--- src/ste_pkg.sv ---
// ----------------------------------------------------------------------------
// ste_pkg
// Types, codes and sizes shared by the sorted table equal-count block.
// ----------------------------------------------------------------------------
package ste_pkg;

    localparam int TABLE_DEPTH = 4096;
    localparam int ADDR_W      = $clog2(TABLE_DEPTH);
    localparam int COUNT_W     = $clog2(TABLE_DEPTH + 1);
    localparam int VALUE_W     = 32;
    localparam int OP_W        = 2;
    localparam int STATUS_W    = 2;

    typedef enum logic [OP_W-1:0] {
        OP_CLEAR  = 2'd0,
        OP_APPEND = 2'd1,
        OP_QUERY  = 2'd2
    } op_t;

    typedef enum logic [STATUS_W-1:0] {
        ST_OK    = 2'd0,
        ST_FULL  = 2'd1,
        ST_ORDER = 2'd2
    } status_t;

    typedef enum logic [2:0] {
        S_IDLE,
        S_APP_RD,
        S_APP_CHK,
        S_SEARCH,
        S_SRCH_CMP,
        S_RESULT
    } state_t;

    typedef struct packed {
        logic load;
        logic clear;
        logic app_read;
        logic app_check;
        logic srch_read;
        logic srch_cmp;
        logic phase_next;
        logic emit;
    } ctrl_cmd_t;

    typedef struct packed {
        logic full;
        logic search_busy;
        logic upper_phase;
    } dp_stat_t;

endpackage

--- src/ste_ctrl.sv ---
// ----------------------------------------------------------------------------
// ste_ctrl
// Sequencer: decodes each request beat and steps the datapath through append
// checks and the two bisection passes, then hands the result to the output.
// ----------------------------------------------------------------------------
module ste_ctrl
(
    input  logic                     clk,
    input  logic                     rst_n,
    input  logic                     req_valid,
    input  logic [ste_pkg::OP_W-1:0] req_operation,
    output logic                     req_ready,
    output logic                     rsp_valid,
    input  logic                     rsp_ready,
    output ste_pkg::ctrl_cmd_t       cmd,
    input  ste_pkg::dp_stat_t        stat
);
    import ste_pkg::*;

    state_t state_reg;
    state_t state_next;
    logic   out_valid_reg;
    logic   out_valid_next;
    logic   slot_free;
    logic   req_fire;

    assign req_ready = (state_reg == S_IDLE);
    assign req_fire  = req_valid && req_ready;
    assign slot_free = !out_valid_reg || rsp_ready;
    assign rsp_valid = out_valid_reg;

    always_comb
    begin
        state_next = state_reg;
        case (state_reg)
            S_IDLE:
            begin
                if (req_valid)
                begin
                    case (req_operation)
                        OP_APPEND: state_next = stat.full ? S_RESULT : S_APP_RD;
                        OP_QUERY:  state_next = S_SEARCH;
                        default:   state_next = S_RESULT;
                    endcase
                end
            end
            S_APP_RD:   state_next = S_APP_CHK;
            S_APP_CHK:  state_next = S_RESULT;
            S_SEARCH:
            begin
                if (stat.search_busy)
                    state_next = S_SRCH_CMP;
                else if (!stat.upper_phase)
                    state_next = S_RESULT;
            end
            S_SRCH_CMP: state_next = S_SEARCH;
            S_RESULT:
            begin
                if (slot_free)
                    state_next = S_IDLE;
            end
            default:    state_next = S_IDLE;
        endcase
    end

    always_comb
    begin
        cmd = '0;
        case (state_reg)
            S_IDLE:
            begin
                cmd.load  = req_fire;
                cmd.clear = req_fire && (req_operation == OP_CLEAR);
            end
            S_APP_RD:   cmd.app_read  = 1'b1;
            S_APP_CHK:  cmd.app_check = 1'b1;
            S_SEARCH:
            begin
                cmd.srch_read  = stat.search_busy;
                cmd.phase_next = !stat.search_busy && stat.upper_phase;
            end
            S_SRCH_CMP: cmd.srch_cmp = 1'b1;
            S_RESULT:   cmd.emit     = slot_free;
            default:    cmd = '0;
        endcase
    end

    always_comb
    begin
        out_valid_next = out_valid_reg;
        if (cmd.emit)
            out_valid_next = 1'b1;
        else if (rsp_ready)
            out_valid_next = 1'b0;
    end

    always_ff @(posedge clk or negedge rst_n)
    begin
        if (!rst_n)
        begin
            state_reg     <= S_IDLE;
            out_valid_reg <= 1'b0;
        end
        else
        begin
            state_reg     <= state_next;
            out_valid_reg <= out_valid_next;
        end
    end

    a_query_enters_search: assert property (@(posedge clk) disable iff (!rst_n)
        req_fire && (req_operation == OP_QUERY) |=> state_reg == S_SEARCH)
        else $error("query did not start search");

    a_rsp_from_result: assert property (@(posedge clk) disable iff (!rst_n)
        $rose(out_valid_reg) |-> $past(state_reg) == S_RESULT)
        else $error("response raised outside result state");

    a_emit_returns_idle: assert property (@(posedge clk) disable iff (!rst_n)
        cmd.emit |=> state_reg == S_IDLE)
        else $error("emit did not return to idle");

endmodule

--- config.mk ---
export PLATFORM = sky130hd
export DESIGN_NAME = ste_ctrl
export DESIGN_NICKNAME = d
export VERILOG_FILES = /design/src/ste_pkg.sv /design/src/ste_ctrl.sv
export SDC_FILE = /design/constraint.sdc
export NUM_CORES = 1
export LEC_CHECK = 0
export BUFFER_PORTS_ARGS = -buffer_cell sky130_fd_sc_hd__buf_2
export CAP_MARGIN = 20
export CORE_AREA = 10 10 47 49
export DETAILED_ROUTE_END_ITERATION = 6
export DIE_AREA = 0 0 57 59
export SLEW_MARGIN = 20
export SYNTH_ARGS = -nofsm -noshare
export SYNTH_HDL_FRONTEND = slang
export SYNTH_SLANG_ARGS = --single-unit
--- constraint.sdc ---
create_clock -name clk -period 1.65 [get_ports clk]
set_input_delay 0 -clock clk [delete_from_list [all_inputs] [get_ports clk]]
set_output_delay 0 -clock clk [all_outputs]
set_load 0.05 [all_outputs]
==> results.yml, run 1 <==
run_status:
  status: "finished clean"
detailed_routing:
  drt-total-wl_um: 974
  drtAntennaViolNets: 0
  num_vias: 340
  route.detailed.drc: 0
  drt-initial-drc-count: 4
  drt-wirelength-per-cell_um: 13.3
  via_per_inst: 4.66
  drtPass1Iterations: 4
global_route:
  global_route.usage.total_pct: 6.35
  antenna_found_initial: 0
  grt_max_degree: 13
  grt_pass1_vias: 401
  grt_overflow_total: 0
  grt_first_pass_wirelength_mm: 1.70
setup_path:
  worst_r2r_startpoint: "state_reg[2]$_DFFE_PN0P_"
  crit_arrival_ps: 1520
  setup.worst_path.end_class: "output port"
  worst_r2r_endpoint: "state_reg[0]$_DFFE_PN0P_"
  worstSetupStartpointType: "flop"
  critical_path_class: "flop to output port"
  worst_ep_required_time_ps: 1650
  rrSetupSlack_ps: 370
  timing.reg2reg.worst_path_depth: 3
  cp_max_fo: 12
yosys:
  synth.cell_area_sq_um: 350
  postSynthRegisterBits: 4
  synth_fp_nets: 47
  async_reset_ff_share_pct: 100
  ys_seq_area_share_pct: 28.6
  synth_edf_count: 0
  avgSynthCellArea_sq_um: 9.22
  synthCells: 38
  synth_cell_type_count: 24
  predominant_post_synthesis_flop_cell: "dfrtp_1"
  ys_warn_count: 0
min_path:
  holdCritPathClass: "input port to flop"
  min_delay_path_depth: 3
  hold-path-endpoint: "rsp_valid$_DFFE_PN0P_"
  hold_path_startpoint: "rsp_ready"
timing:
  finalHoldViolations: 0
  rsz0062_at_grt: "no"
  timing.fmax_mhz: 658
  fin_skew_ps: 2.15
  finalSetupViolations: 0
  total_count_of_max_transition_violations_in_the_final_report: 0
  layout_worst_path_cycle_share_pct: 92.1
  slew-limit-headroom_pct: 73.9
  fin_tns_setup_ps: 0
  worstMarginPinSlew_ps: 392
  period_minus_slack_ps: 1520
clocking:
  clk-insertion-delay-late_ps: 230
  root_buffer: "clkbuf_4"
  cts_inserted_buffers: 3
  tritoncts: "built"
  cts.htree.levels: 1
  ctsLongestPathBuffers: 2
  cts_setup_buffers: 0
  worst_setup_hold_path_clk_slew_ps: 40
  cts.sinks: 4
job:
  max_cap_viols: 0
floorplan:
  core_area_sq_um: 1400
  die_y_um: 59
  floorplan.io_pins: 19
  die_w_um: 57
  effective_utilization_at_floorplan_pct: 25.0
  rows: 14
  design.die.area_sq_um: 3360
final_layout:
  most-common-layout-cells: "buf_2 (16), clkbuf_4 (5), nor3_1 (3), nand2b_1 (3), nand2_1 (3)"
  drive_gt1_share_pct: 56.1
  layout_commonest_cell: "buf_2"
  area_delta_synth_final_pct: 43.9
  layout_fillers: 152
  insertedDiodeCount: 0
  nNetsFinal: 68
  largest_register_ffs: 3
  fin_cells: 73
place:
  portBuffers: 18
  hpwlAfterDp_um: 768
  place.gp.congestion: 0.750
  placed_cells: 69
power:
  p_leak_nw: 0.255
  worst_ir_drop_vdd_mv: 0.923
  design_power_total_mw: 1.09
  p_int_mw: 0.468
  power_frac_seq_pct: 27.1
  clock_network_power_share_pct: 10.7
  netSwitchingPower_mw: 0.627
  comb_power_share_pct: 62.1
  switching_share_pct: 57.3
  powerDensity_nw_per_um2: 2170
[worst max-delay path by stage]
stage	to	depth (start not counted)	startpoint	slack [ps]
floorplan	cmd[6]	3	state_reg[2]$_DFFE_PN0P_	-150
global placement	cmd[6]	4	state_reg[2]$_DFFE_PN0P_	260
finish	cmd[6]	4	state_reg[2]$_DFFE_PN0P_	130
CTS	cmd[6]	4	state_reg[2]$_DFFE_PN0P_	80
global route	cmd[6]	4	state_reg[2]$_DFFE_PN0P_	4
detailed placement	cmd[1]	3	state_reg[1]$_DFFE_PN0P_	230
[area by class of cell]
cell class	count	area (sq um)	area share, %
sequential	4	103	20.3
timing repair buffer	20	113	22.3
inverter	2	10.0	1.99
multi-input combinational	28	236	46.9
tap	16	20.0	3.97
clock buffer	3	22.5	4.47
[logic make-up (layout without fill, tap and decap cells)]
group                  Yosys count  in the layout  share of synthesized area, %
and+or+nand+nor                 21             21                          43.6
DFF                              4              4                          28.6
buffers and inverters            6             25                          13.6
AOI/OAI and AO/OA                7              7                          14.3
[worst max-delay path, cell delays in order (launching register included)]
cell	delay [ps]
dfrtp_2	510
nor3_4	220
and2_4	160
nor3b_4	150
clkbuf_4	250
[synth_stat cells (2+ instances only)]
cell type | number | area [sq um]
nor3b_1 | 2 | 15.0
nor3_1 | 3 | 15.0
nand2b_1 | 3 | 18.8
nand2_1 | 3 | 11.3
buf_6 | 2 | 22.5
nor2_1 | 2 | 7.51
o32ai_1 | 2 | 17.5
buf_4 | 2 | 15.0
dfrtp_1 | 4 | 100
[power groups by stage]
| stage | Sequential [mW] | Clock, mW | Combinational, mW |
|---|---|---|---|
| 2_1_floorplan | 0.234 | 0 | 0.656 |
| 3_3_place_gp | 0.291 | 0 | 0.689 |
| 3_5_place_dp | 0.290 | 0 | 0.685 |
| 4_1_cts | 0.296 | 0.126 | 0.687 |
| 5_1_grt | 0.315 | 0.135 | 0.733 |
| 6_report | 0.297 | 0.118 | 0.680 |
[metal layers]
metal  vias to the layer above  GRT usage [%]  part of all wire (%)
met5                         -              0                     0
met3                         2           1.50                   4.7
met4                         0           6.04                   2.2
met1                       154           6.17                    40
met2                        10           10.9                    53
li1                        174              -                     -
[metrics by stage]
stage	area (sq um)	util [%]	hold WS [ps]	worst slack, ps
after floorplan	384	-	-296	-152
after global placement	464	33.1	-193	259
after detailed placement	464	33.1	-194	229
after CTS	499	35.6	88.7	82.5
after global routing	504	36.0	115	4.31
final	504	36.0	87.3	130
[what timing repair did]
action | in CTS | in global routing
endpoints found under the setup margin | 2 | 2
resized for setup | 2 | 2
hold endpoints to repair | 4 | 0
hold buffers | 1 | 0
Power figures use the tool's default switching activity.
==> inputs of run 2 (changes only) <==
--- a/config.mk
+++ b/config.mk
@@ -10,6 +10,7 @@
 export CORE_AREA = 10 10 47 49
 export DETAILED_ROUTE_END_ITERATION = 6
 export DIE_AREA = 0 0 57 59
+export REMOVE_ABC_BUFFERS = 1
 export SLEW_MARGIN = 20
 export SYNTH_ARGS = -nofsm -noshare
 export SYNTH_HDL_FRONTEND = slang
==> results.yml, run 2 (synthesized netlist as in run 1, its figures left out) <==
global_route:
  global_route.usage.total_pct: 5.66
  grt_max_degree: 13
  grt_first_pass_wirelength_mm: 1.57
  grt_pass1_vias: 371
  grt_overflow_total: 0
  antenna_found_initial: 0
clocking:
  worst_setup_hold_path_clk_slew_ps: 30
  cts_setup_buffers: 0
  cts.htree.levels: 1
  root_buffer: "clkbuf_4"
  cts.sinks: 4
  ctsLongestPathBuffers: 2
  clk-insertion-delay-late_ps: 230
  cts_inserted_buffers: 3
  tritoncts: "built"
run_status:
  status: "finished clean"
timing:
  rsz0062_at_grt: "no"
  slew-limit-headroom_pct: 70.9
  period_minus_slack_ps: 1510
  finalHoldViolations: 0
  worstMarginPinSlew_ps: 437
  fin_skew_ps: 1.21
  finalSetupViolations: 0
  total_count_of_max_transition_violations_in_the_final_report: 0
  timing.fmax_mhz: 664
  layout_worst_path_cycle_share_pct: 91.3
setup_path:
  cp_max_fo: 12
  worstSetupStartpointType: "flop"
  setup.worst_path.end_class: "output port"
  crit_arrival_ps: 1510
  worst_ep_required_time_ps: 1650
  critical_path_class: "flop to output port"
  rrSetupSlack_ps: 380
power:
  worst_ir_drop_vdd_mv: 0.800
  design_power_total_mw: 1.01
  p_leak_nw: 0.235
  powerDensity_nw_per_um2: 2200
final_layout:
  area_delta_synth_final_pct: 31.4
  drive_gt1_share_pct: 50.0
  layout_commonest_cell: "buf_2"
  nNetsFinal: 67
  fin_util_pct: 32.9
  insertedDiodeCount: 0
  most-common-layout-cells: "buf_2 (17), nor3_1 (3), nand2b_1 (3), nand2_1 (3), clkbuf_4 (3)"
  largest_register_ffs: 3
place:
  hpwlAfterDp_um: 723
  portBuffers: 18
  place.gp.congestion: 0.738
floorplan:
  floorplan.io_pins: 19
  die_y_um: 59
  design.die.area_sq_um: 3360
  die_w_um: 57
  rows: 14
  effective_utilization_at_floorplan_pct: 25.0
  core_area_sq_um: 1400
min_path:
  holdCritPathClass: "input port to flop"
detailed_routing:
  drtAntennaViolNets: 0
  drtPass1Iterations: 4
  route.detailed.drc: 0
  drt-total-wl_um: 887
  via_per_inst: 4.78
  num_vias: 344
  drt-wirelength-per-cell_um: 12.3
  drt-initial-drc-count: 1
job:
  max_cap_viols: 0
==> run 2: cell count changes in the layout (fill, tap and decap cells not counted), sizes merged <==
cell / previous run / this run
clkbuf: 5 / 3
buf: 17 / 18
==> run 2: repair_timing <==
item	CTS	global route
gates resized for setup	1	2
hold buffers	1	0
endpoints found under the setup margin	1	2
endpoints found under the hold margin	4	0
==> run 2: layout make-up <==
cell class / instances / area (sq um)
clock buffers: 3 / 22.5
fillers: 160 / 941
flip-flops and latches: 4 / 103
multi-input cells: 28 / 203
inverters: 2 / 10.0
repair buffers: 19 / 103
well taps: 16 / 20.0
==> run 2: metrics by stage <==
stage / instance area [sq um] / instances / hold WS [ps] / setup slack [ps] / TNS (ps)
floorplan: 313 / 34 / -296 / -895 / -1830
global placement: 423 / 68 / -194 / 215 / 0
detailed placement: 423 / 68 / -194 / 226 / 0
CTS: 458 / 72 / 91.1 / 28.6 / 0
global route: 460 / 72 / 119 / 16.6 / 0
finish: 460 / 72 / 92.0 / 143 / 0
==> run 2: final timing paths <==
kind / start / cells after the start / endpoint
max: state_reg[2]$_DFFE_PN0P_ / 4 / cmd[6]
min: rsp_ready / 3 / rsp_valid$_DFFE_PN0P_
max reg2reg: state_reg[2]$_DFFE_PN0P_ / 3 / state_reg[0]$_DFFE_PN0P_
min reg2reg: rsp_valid$_DFFE_PN0P_ / 2 / rsp_valid$_DFFE_PN0P_
max in group asynchronous: rst_n / 2 / state_reg[0]$_DFFE_PN0P_
min in group asynchronous: rst_n / 2 / state_reg[1]$_DFFE_PN0P_
==> run 2: where the power goes <==
part	switching, mW	internal [mW]
registers	0.132	0.152
logic	0.418	0.195
clock network	0.0344	0.0810
==> run 2: critical path: stages (launching register included) <==
cell and delay, ps:
dfrtp_1 520, nor3_2 190, and2_1 150, nor3b_2 140
buf_2 280
==> run 2: layer usage <==
layer,track usage (%),part of all wire (%)
met4,3.02,0
met3,3.43,13
met5,0,0
met2,8.06,49
met1,6.41,37
